File: src/hw/rtl/imufp_pkg.sv
// Shared types, constants and field helpers for the inertial sensor frame parser.
// Used by the byte cell, the record decoder, the top level and the checker.
package imufp_pkg;

  localparam int unsigned KeptLen = 10;  // packet bytes held: header .. last data byte
  localparam int unsigned NumVals = 7;   // values in one record
  localparam int unsigned CntW    = 4;   // byte count width, holds 0 .. KeptLen
  localparam int unsigned KindW   = 4;

  localparam logic [7:0] HdrByte   = 8'h55;
  localparam logic [7:0] KindFirst = 8'h50;
  localparam logic [7:0] KindLast  = 8'h59;

  localparam logic [CntW-1:0] CntIdle = '0;
  localparam logic [CntW-1:0] CntOne  = CntW'(1);
  localparam logic [CntW-1:0] CntFull = CntW'(KeptLen);

  // Record kinds (type byte minus KindFirst)
  localparam logic [KindW-1:0] KindTime   = 4'd0;
  localparam logic [KindW-1:0] KindAcc    = 4'd1;
  localparam logic [KindW-1:0] KindGyro   = 4'd2;
  localparam logic [KindW-1:0] KindAngle  = 4'd3;
  localparam logic [KindW-1:0] KindMag    = 4'd4;
  localparam logic [KindW-1:0] KindPort   = 4'd5;
  localparam logic [KindW-1:0] KindPress  = 4'd6;
  localparam logic [KindW-1:0] KindLonLat = 4'd7;
  localparam logic [KindW-1:0] KindGpsSpd = 4'd8;
  localparam logic [KindW-1:0] KindQuat   = 4'd9;

  typedef logic [7:0] byte_t;
  typedef byte_t [KeptLen-1:0] frame_t;  // index i is packet byte i
  typedef logic signed [31:0] val_t;

  typedef struct packed {
    logic [KindW-1:0]     kind;
    val_t [NumVals-1:0]   vals;
  } rec_t;

  function automatic val_t be_u8(input byte_t b);
    return val_t'({24'h000000, b});
  endfunction

  function automatic val_t be_u16(input byte_t hi, input byte_t lo);
    return val_t'({16'h0000, hi, lo});
  endfunction

  function automatic val_t be_s16(input byte_t hi, input byte_t lo);
    return val_t'({{16{hi[7]}}, hi, lo});
  endfunction

  function automatic val_t be_s32(input byte_t b0, input byte_t b1,
                                  input byte_t b2, input byte_t b3);
    return val_t'({b0, b1, b2, b3});
  endfunction

endpackage

File: src/hw/rtl/imufp_byte_cell.sv
// One cell of the packet byte shift line: holds one byte, loads from its neighbor.
// Depends on imufp_pkg for the byte type.
module imufp_byte_cell
  import imufp_pkg::*;
(
  input  logic  clk_i,
  input  logic  shift_i,
  input  byte_t data_i,
  output byte_t data_o
);

  byte_t data_q;

  always_ff @(posedge clk_i) begin
    if (shift_i) begin
      data_q <= data_i;
    end
  end

  assign data_o = data_q;

endmodule

File: src/hw/rtl/imufp_decode.sv
// Record decoder: maps the ten held packet bytes to a kind and seven values.
// Depends on imufp_pkg for frame and record types and field helpers.
module imufp_decode
  import imufp_pkg::*;
(
  input  frame_t frame_i,
  output logic   hit_o,
  output rec_t   rec_o
);

  byte_t            off;
  logic [KindW-1:0] kind;

  assign off   = frame_i[1] - KindFirst;
  assign kind  = off[KindW-1:0];
  assign hit_o = (frame_i[1] >= KindFirst) && (frame_i[1] <= KindLast);

  always_comb begin
    rec_o.kind = kind;
    rec_o.vals = '0;
    unique case (kind) inside
      KindTime: begin
        rec_o.vals[0] = be_u8(frame_i[2]);
        rec_o.vals[1] = be_u8(frame_i[3]);
        rec_o.vals[2] = be_u8(frame_i[4]);
        rec_o.vals[3] = be_u8(frame_i[5]);
        rec_o.vals[4] = be_u8(frame_i[6]);
        rec_o.vals[5] = be_u8(frame_i[7]);
        rec_o.vals[6] = be_u16(frame_i[8], frame_i[9]);
      end
      KindAcc, KindGyro, KindAngle, KindMag: begin
        rec_o.vals[0] = be_s16(frame_i[2], frame_i[3]);
        rec_o.vals[1] = be_s16(frame_i[4], frame_i[5]);
        rec_o.vals[2] = be_s16(frame_i[6], frame_i[7]);
      end
      KindPort: begin
        rec_o.vals[0] = be_u8(frame_i[2]);
        rec_o.vals[1] = be_u8(frame_i[3]);
        rec_o.vals[2] = be_u8(frame_i[4]);
        rec_o.vals[3] = be_u8(frame_i[5]);
      end
      KindPress, KindLonLat: begin
        rec_o.vals[0] = be_s32(frame_i[2], frame_i[3], frame_i[4], frame_i[5]);
        rec_o.vals[1] = be_s32(frame_i[6], frame_i[7], frame_i[8], frame_i[9]);
      end
      KindGpsSpd: begin
        rec_o.vals[0] = be_s16(frame_i[2], frame_i[3]);
        rec_o.vals[1] = be_s16(frame_i[4], frame_i[5]);
        rec_o.vals[2] = be_s32(frame_i[6], frame_i[7], frame_i[8], frame_i[9]);
      end
      KindQuat: begin
        rec_o.vals[0] = be_s16(frame_i[2], frame_i[3]);
        rec_o.vals[1] = be_s16(frame_i[4], frame_i[5]);
        rec_o.vals[2] = be_s16(frame_i[6], frame_i[7]);
        rec_o.vals[3] = be_s16(frame_i[8], frame_i[9]);
      end
      default: begin
        rec_o.vals = '0;
      end
    endcase
  end

endmodule

File: src/hw/rtl/imu_frame_parser_core.sv
// Top level of the inertial sensor serial frame parser.
// Depends on imufp_pkg, imufp_byte_cell and imufp_decode.

// The parser takes one received serial byte per word on the rx channel and
// frames 11-byte packets that open with the header 0x55; while searching, any
// other byte is dropped. Packet bytes 0..9 move through a row of ten byte
// cells that shift once for every kept byte, so after the tenth byte the row
// holds the whole packet apart from the checksum. The eleventh byte (checksum,
// not checked) closes the packet: the type byte 0x50..0x59 is decoded in the
// same cycle and one record (kind plus seven big-endian values, unused ones
// zero) is loaded into the output register; any other type ends the packet
// silently. The parser accepts a byte in every cycle; the only stall is a
// closing byte that arrives while the output register still holds a record
// the consumer has not taken. A record appears on the out channel the cycle
// after its closing byte is accepted.
module imu_frame_parser_core
  import imufp_pkg::*;
(
  input  logic        clk_i,
  input  logic        rst_ni,
  input  logic        rx_valid_i,
  output logic        rx_ready_o,
  input  logic [7:0]  rx_byte_i,
  output logic        out_valid_o,
  input  logic        out_ready_i,
  output logic [3:0]  frame_kind_o,
  output logic signed [31:0] value_zero_o,
  output logic signed [31:0] value_one_o,
  output logic signed [31:0] value_two_o,
  output logic signed [31:0] value_three_o,
  output logic signed [31:0] value_four_o,
  output logic signed [31:0] value_five_o,
  output logic signed [31:0] value_six_o
);

  logic [CntW-1:0] cnt_q, cnt_d;
  logic            out_valid_q, out_valid_d;
  rec_t            rec_q;

  logic   rx_fire;
  logic   searching;
  logic   closing;
  logic   shift_en;
  logic   dec_hit;
  rec_t   dec_rec;
  byte_t  cell_q [KeptLen];
  frame_t frame;

  assign searching = (cnt_q == CntIdle);
  assign closing   = (cnt_q == CntFull);

  // Hold a closing byte back only while an untaken record sits in the output.
  assign rx_ready_o = !closing || !out_valid_q || out_ready_i;
  assign rx_fire    = rx_valid_i && rx_ready_o;

  // Advance the byte row on the header and on every data byte before the checksum.
  assign shift_en = rx_fire && !closing && (!searching || (rx_byte_i == HdrByte));

  for (genvar k = 0; k < KeptLen; k++) begin : g_cell
    byte_t cell_in;
    if (k == 0) begin : g_head
      assign cell_in = rx_byte_i;
    end else begin : g_link
      assign cell_in = cell_q[k-1];
    end
    imufp_byte_cell u_cell (
      .clk_i   (clk_i),
      .shift_i (shift_en),
      .data_i  (cell_in),
      .data_o  (cell_q[k])
    );
    // Oldest byte sits at the far end of the row.
    assign frame[KeptLen-1-k] = cell_q[k];
  end

  imufp_decode u_decode (
    .frame_i (frame),
    .hit_o   (dec_hit),
    .rec_o   (dec_rec)
  );

  always_comb begin
    cnt_d = cnt_q;
    if (rx_fire) begin
      if (searching) begin
        if (rx_byte_i == HdrByte) begin
          cnt_d = CntOne;
        end
      end else if (closing) begin
        cnt_d = CntIdle;
      end else begin
        cnt_d = cnt_q + CntOne;
      end
    end
  end

  always_comb begin
    out_valid_d = out_valid_q && !out_ready_i;
    if (rx_fire && closing && dec_hit) begin
      out_valid_d = 1'b1;
    end
  end

  always_ff @(posedge clk_i or negedge rst_ni) begin
    if (!rst_ni) begin
      cnt_q       <= CntIdle;
      out_valid_q <= 1'b0;
    end else begin
      cnt_q       <= cnt_d;
      out_valid_q <= out_valid_d;
    end
  end

  // Load the record register only when a decoded packet closes.
  always_ff @(posedge clk_i) begin
    if (rx_fire && closing && dec_hit) begin
      rec_q <= dec_rec;
    end
  end

  assign out_valid_o   = out_valid_q;
  assign frame_kind_o  = rec_q.kind;
  assign value_zero_o  = rec_q.vals[0];
  assign value_one_o   = rec_q.vals[1];
  assign value_two_o   = rec_q.vals[2];
  assign value_three_o = rec_q.vals[3];
  assign value_four_o  = rec_q.vals[4];
  assign value_five_o  = rec_q.vals[5];
  assign value_six_o   = rec_q.vals[6];

endmodule

File: config.mk
export PLATFORM = sky130hd
export DESIGN_NAME = imu_frame_parser_core
export DESIGN_NICKNAME = d
export VERILOG_FILES = /design/src/hw/rtl/imufp_pkg.sv /design/src/hw/rtl/imufp_byte_cell.sv /design/src/hw/rtl/imufp_decode.sv /design/src/hw/rtl/imu_frame_parser_core.sv
export SDC_FILE = /design/constraint.sdc
export NUM_CORES = 1
export LEC_CHECK = 0
export ABC_AREA = 0
export ABC_CLOCK_PERIOD_IN_PS = 14800
export BUFFER_PORTS_ARGS = -buffer_cell sky130_fd_sc_hd__buf_2
export CAP_MARGIN = 30
export CORE_MARGIN = 2
export CORE_UTILIZATION = 45
export CTS_CLUSTER_DIAMETER = 200
export DETAILED_ROUTE_END_ITERATION = 12
export PLACE_DENSITY = 0.7
export SYNTH_ARGS = -nofsm -noshare
export SYNTH_HDL_FRONTEND = slang
export SYNTH_SLANG_ARGS = --single-unit
File: constraint.sdc
create_clock -name clk_i -period 14.8 [get_ports clk_i]
set_input_delay 2.96 -clock clk_i [delete_from_list [all_inputs] [get_ports clk_i]]
set_output_delay 2.96 -clock clk_i [all_outputs]
set_load 0.01 [all_outputs]
* Word level (Yosys, flattened, before mapping)
Cells that the tools add are included.
W data, S select, Z words.
** Word-level totals
- Register bits after elaboration :: 305
- Input port bits :: 12
- Output and inout port bits :: 230
** Operators by class
- $add $sub $neg :: 2
- $lt $le $gt $ge :: 2
- Eq/ne operators :: 12
- Muxes and demuxes :: 7
- Reduce and logical (&&, ||, !) cells :: 21
** Operators by type and width (number)
- $pmux W64 S3 :: 1
- $pmux W32 S3 :: 1
- $pmux W32 S2 :: 1
- $eq A4 B3 Y1 const B :: 4
- $eq A4 B4 Y1 const B :: 3
- $mux W4 :: 3
- $eq A4 B2 Y1 const B :: 2
- $eq A8 B7 Y1 const B :: 1
- $ge A8 B7 Y1 const B :: 1
- $le A8 B7 Y1 const B :: 1
- $logic_not A4 Y1 :: 2
- $logic_and A1 B1 Y1 :: 7
- $reduce_or A6 Y1 :: 1
- $reduce_or A5 Y1 :: 1
- $add A4 B1 Y4 const B :: 1
- $eq A4 B1 Y1 const B :: 1
- $logic_not A1 Y1 :: 4
- $reduce_or A2 Y1 :: 2
- $sub A4 B1 Y4 const B :: 1
- $logic_or A1 B1 Y1 :: 3
- $ne A2 B1 Y1 const B :: 1
- $reduce_and A2 Y1 :: 1
- $mux W1 :: 1

* Depth between registers and ports, before layout
Gate-level depths: netlist of the first run.
- Depth after elaboration :: 8
- Mapped depth :: 7
- Gate-level depth less buffers :: 6

* Modules after synthesis
Synthesis of the first run repeated with hierarchy kept, for this count alone.
** Second synthesis, totals
- Cells, all modules :: 667
- Area total of the unflattened synthesis :: 11898.9 sq um
** By module, submodules not included
- imu_frame_parser_core :: times used 1, cells each 268, area an instance 7220.7 sq um, seq. area each 6971.7 sq um
- imufp_byte_cell :: times used 10, cells each 8, area an instance 240.2 sq um, seq. area each 240.2 sq um
- imufp_decode :: times used 1, cells each 319, area an instance 2275.9 sq um, seq. area each 0.0 sq um

* Worst setup path after synthesis of the first run
No wires, ideal clock.
- Kind :: input -> register
- Start :: input out_ready_i
- End :: register rec_q, in the netlist frame_kind_o[0] (enable)
- Setup time :: 0.837 ns
- Arrival :: 13.339 ns
- Required time :: 13.963 ns
- Setup slack :: 0.624 ns
- Stages :: 3
- Cell sequence :: nand2b_1 o21ai_0 nor3_1
** On the way
- Longest elaborated chain between the ends :: 4
** Ends and longest elaborated chain
- from (decl) :: RTL line imu_frame_parser_core.sv:25 : input logic out_ready_i,
- $logic_or A1 B1 Y1 :: RTL line imu_frame_parser_core.sv:53 : assign rx_ready_o = !closing || !out_valid_q || out_ready_i;
- $logic_and A1 B1 Y1 :: RTL line imu_frame_parser_core.sv:54 : assign rx_fire = rx_valid_i && rx_ready_o;
- $logic_and A1 B1 Y1 (2 in series) :: RTL line imu_frame_parser_core.sv:116 : if (rx_fire && closing && dec_hit) begin
- to (signal assigned) :: RTL line imu_frame_parser_core.sv:117 : rec_q <= dec_rec;
- to (decl) :: RTL line imu_frame_parser_core.sv:38 : rec_t rec_q;
No other way between the ends.
A chain may end at the register's enable or synchronous reset.

* Worst setup path in the final report of the first run
- Start :: input out_ready_i
- End :: output rx_ready_o
** On the way
- Longest elaborated chain between the ends :: 1
** Ends and longest elaborated chain
- $logic_or A1 B1 Y1 :: RTL line imu_frame_parser_core.sv:53
- to (decl) :: RTL line imu_frame_parser_core.sv:22 : output logic rx_ready_o,
No other way between the ends.

==> flow_metrics.tcl, run 1 <==
set metrics [dict create \
    avgSynthCellArea_um2 16.02 \
    place_inst 979 \
    holdPathEnd "g_cell[5].u_cell.data_o[4]" \
    p_leak_nw 4.319 \
    whs_ns 0.5128 \
    powerDensity_nw_per_um2 164.9 \
    finalCritPeriodShare_pct 44.45 \
    antenna_found_initial 0 \
    start_kind "input port" \
    initial_utilization_pct 45.66 \
    layout-drive-gt1-share_pct 30.81 \
    worst_path_largest_cell_delay_ns 0.27 \
    skew_ns 0.008911 \
    synth_cells 573 \
    clk_pin_slew_worst_paths_ns 0.06 \
    end_kind "output port" \
    setup_tns_ns 0 \
    status "completed" \
    grt_usage_pct 17.31 \
    grt_overflow 0 \
    min_period_ns 6.579 \
    vias_per_cell 5.019 \
    setup_viol 0 \
    ctsHoldBuffers 0 \
    area_growth_pct 17.23 \
    path_max_fanout 3 \
    ios 242 \
    ff2ff_path_depth 7 \
    hp-start "g_cell[4].u_cell.data_o[4]" \
    ys_seq_area_share_pct 73.34 \
    clkSinkCount 225 \
    r2r_setup_slack_ns 11.56 \
    ys_seq_elements 225 \
    clk_latency_ns 0.50 \
    place_congestion 0.7459 \
    grt_pass1_vias 4677 \
    drt_first_iter_violations 533 \
    cts_buffers 24 \
    relSlewSlack_pct 35.43 \
    hold_violations 0 \
    wl_per_cell_um 19.05 \
    crit_path_cell_trace "buf_2 > nand2b_1 > or2_2 > buf_2" \
    post_cts_buffers 0 \
    required_ns 11.84 \
    fin_ws_ns 8.221 \
    die_area_um2 21560 \
    criticalPathCategory "in2out" \
    slew_violations 0 \
    vias 5134 \
    netlist-cell-type-count 39 \
    whs_path_depth 0 \
    rows 52 \
    worst-path-buf-inv 2 \
    ctsResizeCount 0 \
    postLayoutCellArea_um2 10760 \
    crit_family "simple AND/OR/NAND/NOR gates" \
    r2r_end "value_two_o[16]" \
    rsz0062_at_grt "no" \
    dpl_worst_slack_ns 8.219 \
    ctsRootBufferMaster "clkbuf_16" \
    drc 0 \
    clock_path_buffers 3 \
    finalWirelength_mm 19.49 \
    htree_levels 1 \
    critPathMostFrequentCell "buf_2" \
    worst_pin_slew_ns 0.9685 \
    cp.arrival_ns 3.62 \
    syn-cell-area_um2 9179 \
    tritoncts "done" \
    ys_warn_count 0 \
    grt_max_degree 73 \
    maxCapViolations 0 \
    timing.rr.start "cnt_q[0]" \
    core_area_um2 20100 \
    die_w_um 146.8 \
    crit_slowest_cell "or2_2" \
    grt_pass1_wl_mm 28.52 \
    dr.pass1.iters 6 \
    ir_worst_vdd_mv 0.08230 \
    die_h_um 146.8 \
    hold_path.class "reg2reg" \
    final_cells 1023 \
    placed_area_um2 9998 \
    dp_hpwl_mm 12.53 \
    numPortBuffers 177 \
    max_clock_freq_mhz 152.0 \
    antennaDiodeCount 0 \
    layout.nets 750 \
    drtAntennaViolNets 0 \
]
registers in the layout, indices dropped and copies added (netlist names), 8 cells and up:
register	flops
value_zero_o	32
value_six_o	16
value_five_o	8
g_cell.u_cell.data_o	72
value_four_o	8
value_one_o	32
value_three_o	16
value_two_o	32
cell families after synthesis:
| kind of cell | share of synthesized area, % |
|---|---|
| flip-flops | 73.34 |
| buffers and inverters | 8.888 |
| AO/OA/AOI/OAI | 10.55 |
| AND/OR/NAND/NOR | 6.230 |
| multiplexers | 0.5453 |
| adder cells (fa/ha/maj) | 0.4090 |
| other | 0.04085 |
worst register-to-register path, stage by stage (launching register included):
cell and delay (ns):
dfrtp_1 0.45, inv_1 0.09, ha_1 0.22, nand3b_1 0.23, o21ai_0 0.29, nor3_2 0.25, buf_4 0.53, buf_4 0.75
layout by cell type, fill, tap and decap left out, drive strengths merged:
cell type / count
a21o: 16
a21oi: 2
a222oi: 8
a22o: 78
a2bb2oi: 1
and2: 41
and3b: 1
buf: 187
bufinv: 2
clkbuf: 29
clkinv: 11
clkinvlp: 2
conb: 64
dfrtp: 5
edfxtp: 220
ha: 3
inv: 10
mux2i: 5
nand2: 36
nand2b: 2
nand3: 1
nand3b: 1
nand4: 2
nor2: 5
nor2b: 2
nor3: 1
nor3b: 1
nor4: 2
nor4b: 1
nor4bb: 3
o21a: 1
o21ai: 5
o31a: 1
o31ai: 1
o32ai: 1
or2: 1
or3b: 1
Yosys cell counts (all sizes together):
library cell  number  area (µm²)
edfxtp           220        6606
buf              101       729.4
a22o              78       683.2
and2              41       256.5
nand2             36       135.1
a21o              16       120.1
clkbuf            13       48.80
inv               10       37.54
a222oi             8       80.08
dfrtp              5       125.1
mux2i              5       50.05
nor2               5       18.77
o21ai              5       25.02
ha                 3       37.54
nor4bb             3       30.03
a21oi              2       10.01
nand2b             2       12.51
nand4              2       12.51
nor2b              2       15.02
nor4               2       27.53
a2bb2oi            1       8.760
and3b              1       8.760
conb               1       3.750
nand3              1       5.000
nand3b             1       7.510
nor3               1       5.000
nor3b              1       7.510
nor4b              1       15.01
o21a               1       7.510
o31a               1       17.52
o31ai              1       7.510
o32ai              1       8.760
or2                1       6.260
or3b               1       8.760
cell type report:
cell class | instances | area [µm²]
flip-flops and latches | 225 | 6731
repair buffers | 187 | 960.9
well taps | 270 | 337.8
multi-input cells | 287 | 1931
clock inverters | 15 | 121.4
inverters | 10 | 37.54
clock buffers | 29 | 640.6
fillers | 1675 | 9344
power breakdown:
group	internal (W)	total, W	switching [W]
Clock	0.000342	0.000575	0.000233
Sequential	0.000824	0.000919	0.0000951
Combinational	0.000122	0.000280	0.000157
Total	0.00129	0.00177	0.000486
metrics by stage:
stage / total power, W / utilization (%)
floorplan: 0.001134 / -
global placement: 0.001207 / 49.73
detailed placement: 0.001215 / 49.73
CTS: 0.001786 / 53.52
global route: 0.001845 / 53.52
finish: 0.001774 / 53.52
routing by layer:
layer	up-vias	global-route usage, %	part of all wire [%]
li1	2351	-	-
met1	2490	24.76	43
met5	-	0	0
met4	0	4.417	1.9
met2	268	27.42	47
met3	25	3.540	8.7
how the worst max path moves through the flow:
stage / from / endpoint / slack, ns / cells after the start
3_3_place_gp: out_ready_i / rx_ready_o / 8.23 / 4
3_5_place_dp: out_ready_i / rx_ready_o / 8.22 / 4
5_1_grt: out_ready_i / rx_ready_o / 8.19 / 4
6_report: out_ready_i / rx_ready_o / 8.22 / 4
4_1_cts: out_ready_i / rx_ready_o / 8.22 / 4
2_1_floorplan: out_ready_i / frame_kind_o[0] / 0.62 / 3
Power figures use the tool's default switching activity.
==> inputs of run 2 (changes only) <==
--- a/config.mk
+++ b/config.mk
@@ -6,7 +6,7 @@
 export NUM_CORES = 1
 export LEC_CHECK = 0
 export ABC_AREA = 0
-export ABC_CLOCK_PERIOD_IN_PS = 14800
+export ABC_CLOCK_PERIOD_IN_PS = 6100
 export BUFFER_PORTS_ARGS = -buffer_cell sky130_fd_sc_hd__buf_2
 export CAP_MARGIN = 30
 export CORE_MARGIN = 2
==> constraint.sdc (replaced) <==
create_clock -name clk_i -period 6.1 [get_ports clk_i]
set_input_delay 1.22 -clock clk_i [delete_from_list [all_inputs] [get_ports clk_i]]
set_output_delay 1.22 -clock clk_i [all_outputs]
set_load 0.01 [all_outputs]
==> flow_metrics.tcl, run 2 (synthesis results as in run 1) <==
set metrics [dict create \
    min_period_ns 3.194 \
    grt_max_degree 148 \
    hold_violations 0 \
    setup_tns_ns 0 \
    die_area_um2 21560 \
    p_int_w 0.003160 \
    crit_path_cell_trace "inv_1 > ha_1 > nand3b_1 > or2_2 > buf_2" \
    end_kind "output port" \
    worst-path-buf-inv 2 \
    place_congestion 0.7580 \
    swShare_pct 27.15 \
    setup_viol 0 \
    die_w_um 146.8 \
    power_frac_comb_pct 15.6 \
    criticalPathCategory "reg2out" \
    ctsRootBufferMaster "clkbuf_16" \
    final_common_cell "edfxtp_1" \
    antenna_found_initial 0 \
    skew_ns 0.01659 \
    area_growth_pct 17.42 \
    die_h_um 146.8 \
    whs_path_depth 0 \
    drt_first_iter_violations 491 \
    initial_utilization_pct 45.66 \
    clock_path_buffers 3 \
    grt_overflow 0 \
    layout-drive-gt1-share_pct 30.39 \
    slew_violations 0 \
    r2r_end "value_zero_o[5]" \
    seqCellArea_um2 6731 \
    htree_levels 1 \
    place_inst 977 \
    finalCritPeriodShare_pct 52.35 \
    hp-start "g_cell[7].u_cell.data_o[1]" \
    ir_worst_vdd_mv 0.2444 \
    clk_pin_slew_worst_paths_ns 0.06 \
    start_kind "flop" \
    antennaDiodeCount 0 \
    cts_buffers 23 \
    dr.pass1.iters 5 \
    vias_per_cell 5.075 \
    r2r_setup_slack_ns 3.40 \
    hold_path.class "reg2reg" \
    vias 5161 \
    multi_input_area_um2 1937 \
    clkPwrFrac_pct 33.0 \
    finalWirelength_mm 19.41 \
    path_max_fanout 7 \
    worst_path_largest_cell_delay_ns 0.44 \
    rsz0062_at_grt "no" \
    max_clock_freq_mhz 313.1 \
    largest_register_ffs 72 \
    status "completed" \
    fillCellCount 1653 \
    wl_per_cell_um 19.09 \
    drc 0 \
    required_ns 4.88 \
    holdPathEnd "g_cell[8].u_cell.data_o[1]" \
    crit_slowest_cell "dfrtp_1" \
    ctsHoldBuffers 0 \
    crit_family "simple AND/OR/NAND/NOR gates" \
    relSlewSlack_pct 37.93 \
    ff2ff_path_depth 6 \
    maxCapViolations 0 \
    clk_latency_ns 0.52 \
    ios 242 \
    grt_pass1_wl_mm 28.79 \
    numPortBuffers 177 \
    tritoncts "done" \
    grt_usage_pct 17.49 \
    final_cells 1017 \
    drtAntennaViolNets 0 \
    dp_hpwl_mm 12.28 \
    seq_power_share_pct 51.4 \
    grt_pass1_vias 4674 \
    cp.arrival_ns 1.97 \
    rows 52 \
    clkSinkCount 225 \
    p_sw_w 0.001178 \
    worst_pin_slew_ns 0.9310 \
    core_area_um2 20100 \
    post_cts_buffers 0 \
    ctsResizeCount 0 \
    timing.rr.start "cnt_q[0]" \
    powerDensity_nw_per_um2 402.4 \
    p_leak_nw 4.326 \
    layout.nets 747 \
    most-common-layout-cells "edfxtp_1, buf_2, a22o_1, conb_1, and2_1" \
]
-- run 2: cell count changes in the layout (fill, tap and decap cells not counted), moves of 2 or more --
cell,previous run,this run
buf_4,10,6
bufinv_16,2,4
buf_12,0,2
clkinv_2,4,2
clkinvlp_4,2,0
clkbuf_16,25,23
-- run 2: final cells by class --
| cell class | count | area share, % |
|---|---|---|
| Clock buffer | 26 | 5.445 |
| Clock inverter | 14 | 1.637 |
| Multi-Input combinational cell | 287 | 17.97 |
| Tap cell | 270 | 3.134 |
| Sequential cell | 225 | 62.46 |
| Timing Repair Buffer | 185 | 9.009 |
| Inverter | 10 | 0.3483 |
-- run 2: worst max path at each step --
| stage | from | end | slack (ns) | cells after the start |
|---|---|---|---|---|
| after global placement | out_ready_i | rx_ready_o | 2.97 | 4 |
| after detailed placement | rx_byte_i[5] | g_cell[3].u_cell.data_o[4] | 2.92 | 5 |
| after CTS | cnt_q[0] | rx_ready_o | 2.87 | 5 |
| after floorplan | out_ready_i | frame_kind_o[0] | 0.52 | 3 |
| final | cnt_q[0] | rx_ready_o | 2.91 | 5 |
| after global routing | cnt_q[0] | rx_ready_o | 2.77 | 5 |
-- run 2: metal layers --
metal / GRT usage [%] / wire, µm / up-vias
met5: 0 / 0 / -
met4: 4.806 / 475 / 0
met3: 3.944 / 1655 / 38
met2: 27.14 / 8924 / 287
met1: 25.16 / 8357 / 2492
li1: - / - / 2344
-- run 2: metrics by stage --
stage	cell area, µm²	util [%]	hold slack [ns]	setup slack, ns	total power [W]
after floorplan	9427	-	0.4244	0.5158	0.002752
after global placement	9995	49.71	0.4987	2.971	0.002920
after detailed placement	10010	49.81	0.4968	2.918	0.002939
after CTS	10780	53.61	0.5001	2.870	0.004366
after global routing	10780	53.61	0.5176	2.767	0.004523
final	10780	53.61	0.5021	2.906	0.004337
-- run 2: worst register-to-register path, cell delays in order (launching register included) --
cell and delay [ns]:
dfrtp_1 0.44, inv_1 0.09, ha_1 0.21, nand3b_1 0.26, o21ai_0 0.34, nor3_4 0.31, buf_12 0.60
-- run 2: power groups by stage --
stage | registers [W] | clock network [W] | logic [W]
final | 0.00223 | 0.00143 | 0.000677
after global routing | 0.00226 | 0.00151 | 0.000751
after CTS | 0.00223 | 0.00146 | 0.000677
after detailed placement | 0.00226 | 0 | 0.000676
after global placement | 0.00226 | 0 | 0.000659
after floorplan | 0.00214 | 0 | 0.000608
==> inputs of run 3 (changes only) <==
--- a/config.mk
+++ b/config.mk
@@ -6,7 +6,7 @@
 export NUM_CORES = 1
 export LEC_CHECK = 0
 export ABC_AREA = 0
-export ABC_CLOCK_PERIOD_IN_PS = 6100
+export ABC_CLOCK_PERIOD_IN_PS = 3020
 export BUFFER_PORTS_ARGS = -buffer_cell sky130_fd_sc_hd__buf_2
 export CAP_MARGIN = 30
 export CORE_MARGIN = 2
==> constraint.sdc (replaced) <==
create_clock -name clk_i -period 3.02 [get_ports clk_i]
set_input_delay 0.604 -clock clk_i [delete_from_list [all_inputs] [get_ports clk_i]]
set_output_delay 0.604 -clock clk_i [all_outputs]
set_load 0.01 [all_outputs]
==> flow_metrics.tcl, run 3 (synthesis results as in run 1) <==
set metrics [dict create \
    largest_register_ffs 72 \
    cp.arrival_ns 2.03 \
    antenna_found_initial 0 \
    dp_hpwl_mm 12.99 \
    post_cts_buffers 0 \
    powerDensity_nw_per_um2 800.3 \
    slew_violations 0 \
    skew_ns 0.01157 \
    maxCapViolations 0 \
    die_area_um2 21560 \
    crit_path_cell_trace "inv_1 > ha_2 > nand3b_1 > or2_2 > buf_2" \
    grt_usage_pct 17.77 \
    ios 242 \
    criticalPathCategory "reg2out" \
    dpl_worst_slack_ns 0.7730 \
    grt_overflow 0 \
    path_max_fanout 7 \
    area_growth_pct 17.88 \
    wl_per_cell_um 19.39 \
    worst_pin_slew_ns 0.7282 \
    crit_family "simple AND/OR/NAND/NOR gates" \
    clk_pin_slew_worst_paths_ns 0.06 \
    status "completed" \
    clk_latency_ns 0.50 \
    whs_ns 0.2984 \
    hold_path.class "in2reg" \
    antennaDiodeCount 0 \
    die_h_um 146.8 \
    relSlewSlack_pct 51.38 \
    final_common_cell "edfxtp_1" \
    min_period_ns 2.638 \
    ir_worst_vdd_mv 0.3361 \
    grt_max_degree 73 \
    layout.nets 751 \
    rows 52 \
    p_leak_nw 4.347 \
    place_congestion 0.7881 \
    vias_per_cell 5.087 \
    ctsResizeCount 0 \
    drc 0 \
    grt_pass1_wl_mm 29.19 \
    end_kind "output port" \
    grt_pass1_vias 4870 \
    dr.pass1.iters 4 \
    max_clock_freq_mhz 379.0 \
    worst-path-buf-inv 2 \
    finalCritPeriodShare_pct 87.36 \
    initial_utilization_pct 45.66 \
    crit_slowest_cell "dfrtp_1" \
    final_cells 1022 \
    clkSinkCount 225 \
    fillCellCount 1638 \
    rsz0062_at_grt "no" \
    finalWirelength_mm 19.81 \
    most-common-layout-cells "edfxtp_1, buf_2, a22o_1, conb_1, and2_1" \
    setup_tns_ns 0 \
    vias 5199 \
    required_ns 2.42 \
    core_area_um2 20100 \
    numPortBuffers 177 \
    die_w_um 146.8 \
    tritoncts "done" \
    ctsRootBufferMaster "clkbuf_16" \
    drt_first_iter_violations 525 \
    start_kind "flop" \
    drtAntennaViolNets 0 \
    place_inst 981 \
    fin_ws_ns 0.3818 \
    htree_levels 1 \
    setup_viol 0 \
    ctsHoldBuffers 1 \
    cts_buffers 22 \
    clock_path_buffers 3 \
    worst_path_largest_cell_delay_ns 0.45 \
    layout-drive-gt1-share_pct 31.65 \
    hold_violations 0 \
]
## run 3: changes by cell type in the layout (fill, tap and decap cells not counted), sizes merged
cell and change:
buf +4, clkinvlp +2, bufinv -1, dlygate4sd3 +1, inv -1
## run 3: routing by layer
layer  vias to the layer above  track usage [%]  wire, µm
met5                         -                0         0
met4                         0            4.757       428
met3                        33            4.565      1977
met2                       292            28.36      9246
met1                      2522            24.53      8161
li1                       2352                -         -
## run 3: path summary, 6_finish.rpt
| path | slack, ns | from | endpoint | depth (start not counted) |
|---|---|---|---|---|
| max | 0.38 | cnt_q[0] | rx_ready_o | 5 |
| min | 0.30 | rx_byte_i[6] | g_cell[0].u_cell.data_o[6] | 1 |
| max reg2reg | 0.75 | g_cell[8].u_cell.data_o[1] | value_two_o[19] | 4 |
| min reg2reg | 0.51 | g_cell[6].u_cell.data_o[7] | g_cell[7].u_cell.data_o[7] | 0 |
| max in group asynchronous | 2.44 | rst_ni | cnt_q[3] | 2 |
| min in group asynchronous | 0.45 | rst_ni | out_valid_o | 2 |
## run 3: stage by stage
| step | utilization [%] | instance area [µm²] | total power, W |
|---|---|---|---|
| 2_1_floorplan | - | 9440 | 0.005547 |
| 3_3_place_gp | 50.12 | 10080 | 0.005911 |
| 3_5_place_dp | 50.12 | 10080 | 0.005957 |
| 4_1_cts | 53.82 | 10820 | 0.008720 |
| 5_1_grt | 53.82 | 10820 | 0.009010 |
| 6_report | 53.82 | 10820 | 0.008659 |
## run 3: area by class of cell
| class | instances | area [µm²] | area share [%] |
|---|---|---|---|
| clock buffers | 26 | 586.8 | 5.423 |
| clock inverters | 14 | 147.6 | 1.364 |
| inverters | 10 | 37.54 | 0.3469 |
| multi-input cells | 287 | 1943 | 17.96 |
| flip-flops and latches | 225 | 6731 | 62.21 |
| well taps | 270 | 337.8 | 3.122 |
| repair buffers | 190 | 1036 | 9.574 |
## run 3: worst reg2reg max path: stages, from the launching register on
cell	delay (ns)
edfxtp_1	0.64
o21ai_0	0.25
nand4_1	0.25
nor3_4	0.44
buf_12	0.33
## run 3: where the power goes
part / leakage (nW) / internal [W] / switching [W]
registers: 2.11 / 0.00403 / 0.000473
clock network: 0.360 / 0.00165 / 0.00112
logic: 1.87 / 0.000623 / 0.000765
total: 4.35 / 0.00630 / 0.00236
